**src/fbpa_pkg.sv**
```systemverilog
// fbpa_pkg: shared types and constants for the fixed block pool allocator.
// Used by fbpa_div, fbpa_dp, fbpa_ctrl and fixed_block_pool_allocator.
// Depends on nothing.
package fbpa_pkg;

	localparam int ADDR_W    = 32;
	localparam int BB_W      = 16;
	localparam int STRIDE_W  = 17;
	localparam int ACT_W     = 2;
	localparam int ST_W      = 2;
	localparam int FC_W      = 9;
	localparam int CFG_IDX_W = 2;

	localparam logic [ACT_W-1:0] ACT_ALLOC   = 2'd0;
	localparam logic [ACT_W-1:0] ACT_RELEASE = 2'd1;
	localparam logic [ACT_W-1:0] ACT_INIT    = 2'd2;

	localparam logic [ST_W-1:0] ST_OK      = 2'd0;
	localparam logic [ST_W-1:0] ST_NOMEM   = 2'd1;
	localparam logic [ST_W-1:0] ST_SIZE    = 2'd2;
	localparam logic [ST_W-1:0] ST_BADADDR = 2'd3;

	localparam logic [CFG_IDX_W-1:0] CFG_POOL_BASE   = 2'd0;
	localparam logic [CFG_IDX_W-1:0] CFG_BLOCK_BYTES = 2'd1;
	localparam logic [CFG_IDX_W-1:0] CFG_POOL_BYTES  = 2'd2;

	typedef enum logic [3:0] {
		S_IDLE,
		S_ALLOC_CHK,
		S_ALLOC_POP,
		S_REL_CHK,
		S_REL_DIV,
		S_REL_END,
		S_INIT_DIV,
		S_INIT_WAIT,
		S_INIT_SET,
		S_INIT_LINK,
		S_INIT_DONE,
		S_BAD
	} fbpa_state_t;

	typedef enum logic [3:0] {
		DP_NONE,
		DP_CAPTURE,
		DP_MUL,
		DP_NOMEM,
		DP_POP,
		DP_REL_DIV,
		DP_BAD,
		DP_PUSH,
		DP_INIT_DIV,
		DP_INIT_EMPTY,
		DP_INIT_SET,
		DP_LINK,
		DP_INIT_OK
	} fbpa_op_t;

	typedef struct packed {
		fbpa_op_t op;
	} fbpa_cmd_t;

	typedef struct packed {
		logic alloc_ok;
		logic rel_pre_bad;
		logic rel_bad;
		logic div_done;
		logic quo_zero;
		logic link_last;
	} fbpa_stat_t;

endpackage

```
**src/fbpa_div.sv**
```systemverilog
// fbpa_div: restoring divider, one quotient bit per cycle.
// 32-bit dividend by 17-bit nonzero divisor. Depends on fbpa_pkg.
module fbpa_div (
	input  logic                           clk,
	input  logic                           arst_n,
	input  logic                           go,
	input  logic [fbpa_pkg::ADDR_W-1:0]    dividend,
	input  logic [fbpa_pkg::STRIDE_W-1:0]  divisor,
	output logic [fbpa_pkg::ADDR_W-1:0]    quotient,
	output logic [fbpa_pkg::STRIDE_W-1:0]  remainder,
	output logic                           done
);
	import fbpa_pkg::*;

	localparam int STEP_W = $clog2(ADDR_W);
	localparam logic [STEP_W-1:0] LAST_STEP = STEP_W'(ADDR_W - 1);

	logic                  run_q;
	logic                  done_q;
	logic [STEP_W-1:0]     step_q;
	logic [ADDR_W-1:0]     quo_q;
	logic [STRIDE_W-1:0]   rem_q;
	logic [STRIDE_W-1:0]   dvs_q;
	logic [STRIDE_W:0]     trial;
	logic [STRIDE_W:0]     trial_sub;
	logic                  fits;

	assign trial     = {rem_q, quo_q[ADDR_W-1]};
	assign trial_sub = trial - {1'b0, dvs_q};
	assign fits      = trial >= {1'b0, dvs_q};

	always_ff @(posedge clk or negedge arst_n) begin
		if (!arst_n) begin
			run_q  <= 1'b0;
			done_q <= 1'b0;
			step_q <= '0;
		end else begin
			done_q <= 1'b0;
			if (go) begin
				run_q  <= 1'b1;
				step_q <= '0;
			end else if (run_q) begin
				step_q <= step_q + STEP_W'(1);
				if (step_q == LAST_STEP) begin
					run_q  <= 1'b0;
					done_q <= 1'b1;
				end
			end
		end
	end

	always_ff @(posedge clk) begin
		if (go) begin
			quo_q <= dividend;
			rem_q <= '0;
			dvs_q <= divisor;
		end else if (run_q) begin
			quo_q <= {quo_q[ADDR_W-2:0], fits};
			rem_q <= fits ? trial_sub[STRIDE_W-1:0] : trial[STRIDE_W-1:0];
		end
	end

	assign quotient  = quo_q;
	assign remainder = rem_q;
	assign done      = done_q;

endmodule

```
**src/fbpa_dp.sv**
```systemverilog
// fbpa_dp: allocator datapath: config registers, free-list link memory,
// head/count registers, address multiply and the shared divider.
// Depends on fbpa_pkg and fbpa_div.
module fbpa_dp #(
	parameter int MAX_BLOCKS = 256,
	parameter int LINK_BYTES = 4
) (
	input  logic                            clk,
	input  logic                            arst_n,
	input  logic                            cfg_we,
	input  logic [fbpa_pkg::CFG_IDX_W-1:0]  cfg_index,
	input  logic [fbpa_pkg::ADDR_W-1:0]     cfg_data,
	input  logic [fbpa_pkg::ADDR_W-1:0]     release_address,
	input  fbpa_pkg::fbpa_cmd_t             cmd,
	output fbpa_pkg::fbpa_stat_t            stat,
	output logic [fbpa_pkg::ST_W-1:0]       status,
	output logic [fbpa_pkg::ADDR_W-1:0]     block_address,
	output logic [fbpa_pkg::FC_W-1:0]       free_count
);
	import fbpa_pkg::*;

	localparam int CNT_W  = $clog2(MAX_BLOCKS + 1);
	localparam int AW     = (MAX_BLOCKS > 1) ? $clog2(MAX_BLOCKS) : 1;
	localparam int PROD_W = CNT_W + STRIDE_W;
	localparam logic [CNT_W-1:0]    NULL_IDX = CNT_W'(MAX_BLOCKS);
	localparam logic [ADDR_W-1:0]   LINK_OFF = ADDR_W'(LINK_BYTES);
	localparam logic [STRIDE_W-1:0] LINK_STR = STRIDE_W'(LINK_BYTES);
	localparam logic [ADDR_W-1:0]   MAX_W32  = ADDR_W'(MAX_BLOCKS);

	logic [ADDR_W-1:0]   base_q;
	logic [BB_W-1:0]     bbytes_q;
	logic [ADDR_W-1:0]   pbytes_q;
	logic [STRIDE_W-1:0] stride_q;
	logic [CNT_W-1:0]    head_q;
	logic [CNT_W-1:0]    avail_q;
	logic [CNT_W-1:0]    total_q;
	logic [CNT_W-1:0]    cnt_q;
	logic [ADDR_W-1:0]   addr_q;
	logic [PROD_W-1:0]   prod_q;
	logic [CNT_W-1:0]    rd_q;
	logic [ST_W-1:0]     status_q;
	logic [ADDR_W-1:0]   baddr_q;

	logic [CNT_W-1:0]    link_mem [MAX_BLOCKS];

	logic [ADDR_W-1:0]   off;
	logic [STRIDE_W-1:0] bs_round;
	logic [STRIDE_W-1:0] stride_n;
	logic                div_go;
	logic [ADDR_W-1:0]   div_dividend;
	logic [STRIDE_W-1:0] div_divisor;
	logic [ADDR_W-1:0]   quo;
	logic [STRIDE_W-1:0] rem;
	logic                div_done;
	logic [CNT_W-1:0]    cap_n;
	logic [CNT_W-1:0]    cnt_inc;
	logic                link_last;
	logic                mem_we;
	logic [AW-1:0]       mem_waddr;
	logic [CNT_W-1:0]    mem_wdata;
	logic [ADDR_W-1:0]   avail32;

	assign off      = addr_q - base_q;
	assign bs_round = (STRIDE_W'(bbytes_q) + STRIDE_W'(3)) & ~STRIDE_W'(3);
	assign stride_n = bs_round + LINK_STR;

	assign div_go       = (cmd.op == DP_INIT_DIV) || (cmd.op == DP_REL_DIV);
	assign div_dividend = (cmd.op == DP_INIT_DIV) ? (pbytes_q & ~ADDR_W'(3)) : (off - LINK_OFF);
	assign div_divisor  = (cmd.op == DP_INIT_DIV) ? stride_n : stride_q;

	fbpa_div u_div (
		.clk       (clk),
		.arst_n    (arst_n),
		.go        (div_go),
		.dividend  (div_dividend),
		.divisor   (div_divisor),
		.quotient  (quo),
		.remainder (rem),
		.done      (div_done)
	);

	assign cap_n     = (quo > MAX_W32) ? NULL_IDX : quo[CNT_W-1:0];
	assign cnt_inc   = cnt_q + CNT_W'(1);
	assign link_last = (cnt_inc == total_q);

	always_comb begin
		stat.alloc_ok    = (avail_q != '0) && (head_q < total_q);
		stat.rel_pre_bad = (total_q == '0) || (avail_q >= total_q) || (off < LINK_OFF);
		stat.rel_bad     = (rem != '0) || (quo >= ADDR_W'(total_q));
		stat.div_done    = div_done;
		stat.quo_zero    = (quo == '0);
		stat.link_last   = link_last;
	end

	// one write port: init link sweep or release push
	assign mem_we    = (cmd.op == DP_LINK) || (cmd.op == DP_PUSH);
	assign mem_waddr = (cmd.op == DP_LINK) ? cnt_q[AW-1:0] : quo[AW-1:0];
	assign mem_wdata = (cmd.op == DP_LINK) ? (link_last ? NULL_IDX : cnt_inc) : head_q;

	always_ff @(posedge clk) begin
		if (mem_we)
			link_mem[mem_waddr] <= mem_wdata;
		rd_q <= link_mem[head_q[AW-1:0]];
	end

	always_ff @(posedge clk or negedge arst_n) begin
		if (!arst_n) begin
			base_q   <= '0;
			bbytes_q <= '0;
			pbytes_q <= '0;
			stride_q <= '0;
			head_q   <= NULL_IDX;
			avail_q  <= '0;
			total_q  <= '0;
		end else begin
			if (cfg_we) begin
				case (cfg_index)
					CFG_POOL_BASE:   base_q   <= cfg_data;
					CFG_BLOCK_BYTES: bbytes_q <= cfg_data[BB_W-1:0];
					CFG_POOL_BYTES:  pbytes_q <= cfg_data;
					default: ;
				endcase
			end
			unique case (cmd.op)
				DP_POP: begin
					head_q  <= rd_q;
					avail_q <= avail_q - CNT_W'(1);
				end
				DP_PUSH: begin
					head_q  <= quo[CNT_W-1:0];
					avail_q <= avail_q + CNT_W'(1);
				end
				DP_INIT_DIV: stride_q <= stride_n;
				DP_INIT_EMPTY: begin
					total_q <= '0;
					avail_q <= '0;
					head_q  <= NULL_IDX;
				end
				DP_INIT_SET: begin
					total_q <= cap_n;
					avail_q <= cap_n;
				end
				DP_INIT_OK: head_q <= '0;
				default: ;
			endcase
		end
	end

	always_ff @(posedge clk) begin
		unique case (cmd.op)
			DP_CAPTURE: addr_q <= release_address;
			DP_MUL:     prod_q <= PROD_W'(head_q) * PROD_W'(stride_q);
			DP_INIT_SET: cnt_q <= '0;
			DP_LINK:    cnt_q  <= cnt_inc;
			DP_NOMEM: begin
				status_q <= ST_NOMEM;
				baddr_q  <= '0;
			end
			DP_POP: begin
				status_q <= ST_OK;
				baddr_q  <= base_q + ADDR_W'(prod_q) + LINK_OFF;
			end
			DP_BAD: begin
				status_q <= ST_BADADDR;
				baddr_q  <= '0;
			end
			DP_PUSH, DP_INIT_OK: begin
				status_q <= ST_OK;
				baddr_q  <= '0;
			end
			DP_INIT_EMPTY: begin
				status_q <= ST_SIZE;
				baddr_q  <= '0;
			end
			default: ;
		endcase
	end

	assign avail32       = ADDR_W'(avail_q);
	assign free_count    = avail32[FC_W-1:0];
	assign status        = status_q;
	assign block_address = baddr_q;

	a_avail_le_total: assert property (@(posedge clk) disable iff (!arst_n)
		avail_q <= total_q)
		else $error("free count above block count");

	a_total_le_max: assert property (@(posedge clk) disable iff (!arst_n)
		total_q <= NULL_IDX)
		else $error("block count above pool limit");

	a_push_count: assert property (@(posedge clk) disable iff (!arst_n)
		cmd.op == DP_PUSH |=> avail_q == $past(avail_q) + CNT_W'(1))
		else $error("release did not bump free count");

endmodule

```
**src/fbpa_ctrl.sv**
```systemverilog
// fbpa_ctrl: sequencer for allocate, release and initialize.
// Drives datapath ops, the busy flag and the done strobe. Depends on fbpa_pkg.
module fbpa_ctrl (
	input  logic                        clk,
	input  logic                        arst_n,
	input  logic                        start,
	input  logic [fbpa_pkg::ACT_W-1:0]  action,
	input  fbpa_pkg::fbpa_stat_t        stat,
	output fbpa_pkg::fbpa_cmd_t         cmd,
	output logic                        busy,
	output logic                        done
);
	import fbpa_pkg::*;

	fbpa_state_t state_q;
	fbpa_state_t state_n;
	logic        done_q;
	logic        accept;
	logic        finish;

	assign accept = start && (state_q == S_IDLE);

	always_comb begin
		state_n = state_q;
		unique case (state_q)
			S_IDLE: begin
				if (accept) begin
					unique case (action)
						ACT_ALLOC:   state_n = S_ALLOC_CHK;
						ACT_RELEASE: state_n = S_REL_CHK;
						ACT_INIT:    state_n = S_INIT_DIV;
						default:     state_n = S_BAD;
					endcase
				end
			end
			S_ALLOC_CHK: state_n = stat.alloc_ok ? S_ALLOC_POP : S_IDLE;
			S_ALLOC_POP: state_n = S_IDLE;
			S_REL_CHK:   state_n = stat.rel_pre_bad ? S_IDLE : S_REL_DIV;
			S_REL_DIV:   state_n = stat.div_done ? S_REL_END : S_REL_DIV;
			S_REL_END:   state_n = S_IDLE;
			S_INIT_DIV:  state_n = S_INIT_WAIT;
			S_INIT_WAIT: state_n = stat.div_done ? S_INIT_SET : S_INIT_WAIT;
			S_INIT_SET:  state_n = stat.quo_zero ? S_IDLE : S_INIT_LINK;
			S_INIT_LINK: state_n = stat.link_last ? S_INIT_DONE : S_INIT_LINK;
			S_INIT_DONE: state_n = S_IDLE;
			S_BAD:       state_n = S_IDLE;
			default:     state_n = S_IDLE;
		endcase
	end

	always_comb begin
		cmd.op = DP_NONE;
		unique case (state_q)
			S_IDLE:      cmd.op = accept ? DP_CAPTURE : DP_NONE;
			S_ALLOC_CHK: cmd.op = stat.alloc_ok ? DP_MUL : DP_NOMEM;
			S_ALLOC_POP: cmd.op = DP_POP;
			S_REL_CHK:   cmd.op = stat.rel_pre_bad ? DP_BAD : DP_REL_DIV;
			S_REL_DIV:   cmd.op = DP_NONE;
			S_REL_END:   cmd.op = stat.rel_bad ? DP_BAD : DP_PUSH;
			S_INIT_DIV:  cmd.op = DP_INIT_DIV;
			S_INIT_WAIT: cmd.op = DP_NONE;
			S_INIT_SET:  cmd.op = stat.quo_zero ? DP_INIT_EMPTY : DP_INIT_SET;
			S_INIT_LINK: cmd.op = DP_LINK;
			S_INIT_DONE: cmd.op = DP_INIT_OK;
			S_BAD:       cmd.op = DP_BAD;
			default:     cmd.op = DP_NONE;
		endcase
	end

	// ops that load the result word
	assign finish = cmd.op inside {DP_NOMEM, DP_POP, DP_BAD, DP_PUSH, DP_INIT_EMPTY,
		DP_INIT_OK};

	always_ff @(posedge clk or negedge arst_n) begin
		if (!arst_n) begin
			state_q <= S_IDLE;
			done_q  <= 1'b0;
		end else begin
			state_q <= state_n;
			done_q  <= finish;
		end
	end

	assign busy = (state_q != S_IDLE);
	assign done = done_q;

	a_done_pulse: assert property (@(posedge clk) disable iff (!arst_n)
		done |=> !done)
		else $error("done held longer than one cycle");

	a_done_idle: assert property (@(posedge clk) disable iff (!arst_n)
		done |-> !busy)
		else $error("result strobed while still working");

	a_accept_busy: assert property (@(posedge clk) disable iff (!arst_n)
		(start && !busy) |=> busy)
		else $error("accepted word did not start work");

endmodule

```
**src/fixed_block_pool_allocator.sv**
```systemverilog
// Fixed block pool allocator: start/busy command port, one result word per
// command strobed by done for a single cycle; the receiver cannot stall, so
// results must be taken in the done cycle. Allocate checks the head and
// multiplies index by stride while the link memory is read, then pops; an
// empty pool ends after the check with a no-memory status. Release and
// initialize both wait on the bit-serial 32-step divider; initialize then
// writes one link word per cycle into the free-list memory. A release that
// fails the range checks before the divide, and the unused action code, end
// with a bad-address status. A new command may be accepted in the done cycle.
// Config writes must go in only while idle; the block itself does not enforce this.
// Depends on fbpa_pkg, fbpa_ctrl, fbpa_dp.
module fixed_block_pool_allocator #(
	parameter int MAX_BLOCKS = 256,
	parameter int LINK_BYTES = 4
) (
	input  logic                            clk,
	input  logic                            arst_n,
	input  logic                            cfg_we,
	input  logic [fbpa_pkg::CFG_IDX_W-1:0]  cfg_index,
	input  logic [fbpa_pkg::ADDR_W-1:0]     cfg_data,
	input  logic                            start,
	output logic                            busy,
	input  logic [fbpa_pkg::ACT_W-1:0]      action,
	input  logic [fbpa_pkg::ADDR_W-1:0]     release_address,
	output logic                            done,
	output logic [fbpa_pkg::ST_W-1:0]       status,
	output logic [fbpa_pkg::ADDR_W-1:0]     block_address,
	output logic [fbpa_pkg::FC_W-1:0]       free_count
);
	import fbpa_pkg::*;

	fbpa_cmd_t  cmd;
	fbpa_stat_t stat;

	fbpa_ctrl u_ctrl (
		.clk    (clk),
		.arst_n (arst_n),
		.start  (start),
		.action (action),
		.stat   (stat),
		.cmd    (cmd),
		.busy   (busy),
		.done   (done)
	);

	fbpa_dp #(
		.MAX_BLOCKS (MAX_BLOCKS),
		.LINK_BYTES (LINK_BYTES)
	) u_dp (
		.clk             (clk),
		.arst_n          (arst_n),
		.cfg_we          (cfg_we),
		.cfg_index       (cfg_index),
		.cfg_data        (cfg_data),
		.release_address (release_address),
		.cmd             (cmd),
		.stat            (stat),
		.status          (status),
		.block_address   (block_address),
		.free_count      (free_count)
	);

endmodule
```
**config.mk**
```make
export PLATFORM = sky130hd
export DESIGN_NAME = fixed_block_pool_allocator
export DESIGN_NICKNAME = d
export VERILOG_FILES = /design/src/fbpa_pkg.sv /design/src/fbpa_div.sv /design/src/fbpa_dp.sv /design/src/fbpa_ctrl.sv /design/src/fixed_block_pool_allocator.sv
export SDC_FILE = /design/constraint.sdc
export NUM_CORES = 2
export LEC_CHECK = 0
export BUFFER_PORTS_ARGS = -buffer_cell sky130_fd_sc_hd__buf_2
export CAP_MARGIN = 0
export CORE_UTILIZATION = 30
export CTS_CLUSTER_SIZE = 25
export DETAILED_ROUTE_END_ITERATION = 10
export PLACE_DENSITY = 0.46
export SYNTH_ARGS = -nofsm -noshare
export SYNTH_HDL_FRONTEND = slang
export SYNTH_HIERARCHICAL = 1
export SYNTH_SLANG_ARGS = --single-unit
```
**constraint.sdc**
```tcl
create_clock -name clk -period 15.5 [get_ports clk]
set_input_delay 3.1 -clock clk [delete_from_list [all_inputs] [get_ports clk]]
set_output_delay 3.1 -clock clk [all_outputs]
set_load 0.05 [all_outputs]
```
==> out/qor.yml <==
finish:
  stdcell_area_mm2: 0.128
  utilization_pct: 34.4
  areaGrowthSynthToFinish_pct: 14.2
  nets: 6639
  layout-drive-gt1-share_pct: 23.7
  final_cells: 11478
place:
  portBuffers: 116
  placed_area_mm2: 0.119
  hpwl_um: 202000
  gp_congestion: 0.826
  dp.cells: 10958
synthesis:
  ys_warn_count: 6
  yosys-top-cells-area: "edfxtp_1 (66%), mux4_2 (15%), dfrtp_1 (3.0%)"
  avgSynthCellArea_um2: 18.4
  synth_edf_count: 2454
  synth_seq_cells: 2614
  synth_top_area_share_pct: 65.8
  ys_seq_area_share_pct: 69.2
  synth_cells: 6075
  synth_ff_type: "edfxtp_1"
  syn-cell-area_mm2: 0.112
  synthArstFlopShare_pct: 5.13
  synth_cell_types: 93
  yosys.area.top_type: "edfxtp_1"
  syn_nets: 6441
cts:
  postCtsSetupBuffers: 0
  cts-root-buf: "clkbuf_16"
  cts_tree: "built"
  clockBufferDepth: 4
  clk_pin_slew_worst_paths_ps: 60
  cts_resized: 0
  worstSkewPairLatency_ps: 920
  cts_buffers: 285
  clock-sinks: 2614
  htree_levels: 5
  hold_buffers: 0
power_and_ir_drop:
  power_mw: 26.5
  powerDensity_mw_per_mm2: 207
  leakage_nw: 41.3
  ir_drop_uv: 227
global_routing:
  grt_pass1_wl_um: 451000
  grt_pass1_vias: 58790
  antenna_found_initial: 18
  grt_max_degree: 164
  grt-ovfl-total: 0
  grt_usage_pct: 16.6
timing:
  final_hold_viol_count: 0
  timing.final.crit_share_pct: 58.3
  rsz0062_at_grt: "false"
  slew_headroom_pct: 8.80
  setup_total_negative_slack_ps: 0
  slew_violations: 0
  worst_pin_slew_ps: 1350
  fmax_ghz: 0.111
  finalCriticalPeriod_ps: 9030
  clock_skew_ps: 61.4
  setup_viol: 0
detailed_routing:
  num_vias: 57585
  dr.pass1.iters: 5
  drt_iter0_drc: 5560
  drc: 0
  detail-route-antenna-nets: 0
  viasPerCell: 5.02
  wirelength_um: 314000
  wl_per_cell_um: 27.4
setup_path:
  startpoint_type: "flop"
  worst_ep_required_time_ps: 16030
  crit_fanout: 47
  cp-end-kind: "flop"
  crit_type: "flop to flop"
  cp.arrival_ps: 9560
die:
  initial_utilization_pct: 30.1
  fp.dieH_um: 613
  rows: 224
  dieArea_mm2: 0.376
  die_w_um: 613
  core_area_mm2: 0.372
  pin_count: 117
hold_path:
  min_path_type: "flop to flop"
run:
  maxCapViolCount: 0
run_status:
  status: "finished clean"
-- final timing paths --
| path | end | cells after the start | slack [ps] | startpoint |
|---|---|---|---|---|
| worst max-delay path | u_dp/link_mem[207][5]$_DFFE_PP_ | 23 | 6470 | u_dp/base_q[0]$_DFFE_PN0P_ |
| worst min-delay path | u_dp/pbytes_q[14]$_DFFE_PN0P_ | 1 | 510 | u_dp/pbytes_q[14]$_DFFE_PN0P_ |
| worst max register to register | u_dp/link_mem[207][5]$_DFFE_PP_ | 23 | 6470 | u_dp/base_q[0]$_DFFE_PN0P_ |
| worst min register to register | u_dp/pbytes_q[14]$_DFFE_PN0P_ | 1 | 510 | u_dp/pbytes_q[14]$_DFFE_PN0P_ |
| max in group asynchronous | u_dp/head_q[4]$_DFFE_PN0P_ | 2 | 11850 | arst_n |
| min in group asynchronous | u_dp/pbytes_q[30]$_DFFE_PN0P_ | 1 | 2240 | arst_n |
-- cells in the mapped netlist (12+ instances only) --
| master | instances |
|---|---|
| a21oi_1 | 115 |
| ha_1 | 184 |
| nor3_1 | 60 |
| clkbuf_1 | 207 |
| o31ai_1 | 20 |
| fa_1 | 110 |
| mux2_2 | 82 |
| mux2i_1 | 12 |
| nor3b_1 | 12 |
| nor4_1 | 14 |
| nand3b_1 | 12 |
| nand4_1 | 15 |
| xnor2_1 | 89 |
| nand2_1 | 319 |
| o21ai_1 | 20 |
| nor2b_1 | 23 |
| or3_1 | 14 |
| buf_2 | 46 |
| inv_1 | 244 |
| a211oi_1 | 18 |
| xor2_1 | 40 |
| a31oi_1 | 19 |
| and3_1 | 16 |
| o21ai_0 | 154 |
| edfxtp_1 | 2454 |
| mux4_2 | 765 |
| nor2_1 | 416 |
| a21o_1 | 40 |
| nand3_1 | 41 |
| nand2b_1 | 24 |
| and2_1 | 109 |
| dfxtp_1 | 26 |
| dfrtp_1 | 133 |
| o21a_1 | 17 |
| buf_1 | 41 |
| o21bai_1 | 17 |
-- cells in the final DEF, fill, tap and decap left out, drive strengths merged, types with 22 or more instances in the layout --
| cell | netlist | final |
|---|---|---|
| nor2b | 23 | 23 |
| nor3 | 63 | 63 |
| nand2b | 24 | 24 |
| a21o | 40 | 40 |
| nand3 | 41 | 41 |
| inv | 244 | 256 |
| buf | 98 | 219 |
| mux4 | 765 | 765 |
| dfxtp | 26 | 26 |
| nor2 | 416 | 416 |
| nand2 | 320 | 320 |
| bufinv | 0 | 22 |
| mux2 | 82 | 82 |
| a21oi | 115 | 115 |
| clkbuf | 210 | 344 |
| dfrtp | 133 | 133 |
| fa | 110 | 110 |
| o21ai | 175 | 175 |
| a211oi | 22 | 22 |
| edfxtp | 2454 | 2454 |
| clkinv | 0 | 128 |
| xor2 | 40 | 40 |
| ha | 184 | 184 |
| xnor2 | 89 | 89 |
| and2 | 109 | 109 |
-- flip-flops by register name (all words and copies together), names as in the netlist, 9 cells and up --
register / count
u_dp/bbytes_q: 16
u_dp/block_address: 32
u_dp/u_div/quotient: 32
u_dp/u_div/dvs_q: 17
u_dp/head_q: 9
u_dp/stride_q: 17
u_dp/free_count: 9
u_dp/cnt_q: 9
u_dp/addr_q: 32
u_dp/rd_q: 9
u_dp/u_div/remainder: 17
u_dp/prod_q: 26
u_dp/total_q: 9
u_dp/pbytes_q: 30
u_dp/link_mem: 2304
u_dp/base_q: 32
-- through the flow --
stage	hold slack, ps	setup slack [ps]
final	507	6470
after global routing	515	6010
after CTS	507	6620
after detailed placement	493	6650
after global placement	490	6610
after floorplan	450	-1680
-- area by class of cell --
class | instances | area [um2]
Fill cell | 34926 | 244000
Sequential cell | 2614 | 77600
Multi-Input combinational cell | 2909 | 32500
Clock buffer | 344 | 7530
Tap cell | 4972 | 6220
Clock inverter | 170 | 1730
Timing Repair Buffer | 219 | 1460
Inverter | 244 | 916
Antenna cell | 6 | 15.0
-- critical path, stage by stage (launching register included) --
cell       delay [ps]
dfrtp_1           400
ha_1              240
fa_1              440
nand2b_1          200
a2111oi_1         540
or3_1             330
o21a_1            180
o21ai_0           100
o211ai_1          270
o2111ai_1         280
nor4_1            510
nand2_1           210
o21ai_1           270
nor2_1            110
nor2_1            110
nand2_1            60
o21ai_1           110
buf_4             240
and2_1            500
nand2_2            90
buf_4             310
o21ai_0          1100
nand2_1          1060
nor2_1            940
-- per-layer routing --
layer | vias up | track usage [%] | wire [um]
met5 | - | 0.181 | 80
met4 | 4 | 3.59 | 6440
met3 | 348 | 2.39 | 15700
met2 | 1597 | 26.5 | 148000
met1 | 31108 | 23.8 | 144000
li1 | 24528 | - | -
-- power breakdown --
group / internal [mW] / switching, mW / total [mW]
Sequential: 9.25 / 0.447 / 9.70
Combinational: 3.65 / 6.36 / 10.0
Clock: 3.87 / 2.90 / 6.77
Total: 16.8 / 9.71 / 26.5
-- cells by family after synthesis --
logic type / after synthesis / share of synthesized area, %
flip-flops: 2614 / 69.2
adder cells (fa/ha/maj): 295 / 4.03
buffers and inverters: 552 / 1.97
AND/OR/NAND/NOR: 1110 / 4.55
XOR/XNOR: 129 / 1.01
multiplexers: 859 / 16.3
AO/OA/AOI/OAI: 516 / 2.92
(Power assumes the default switching activity.)
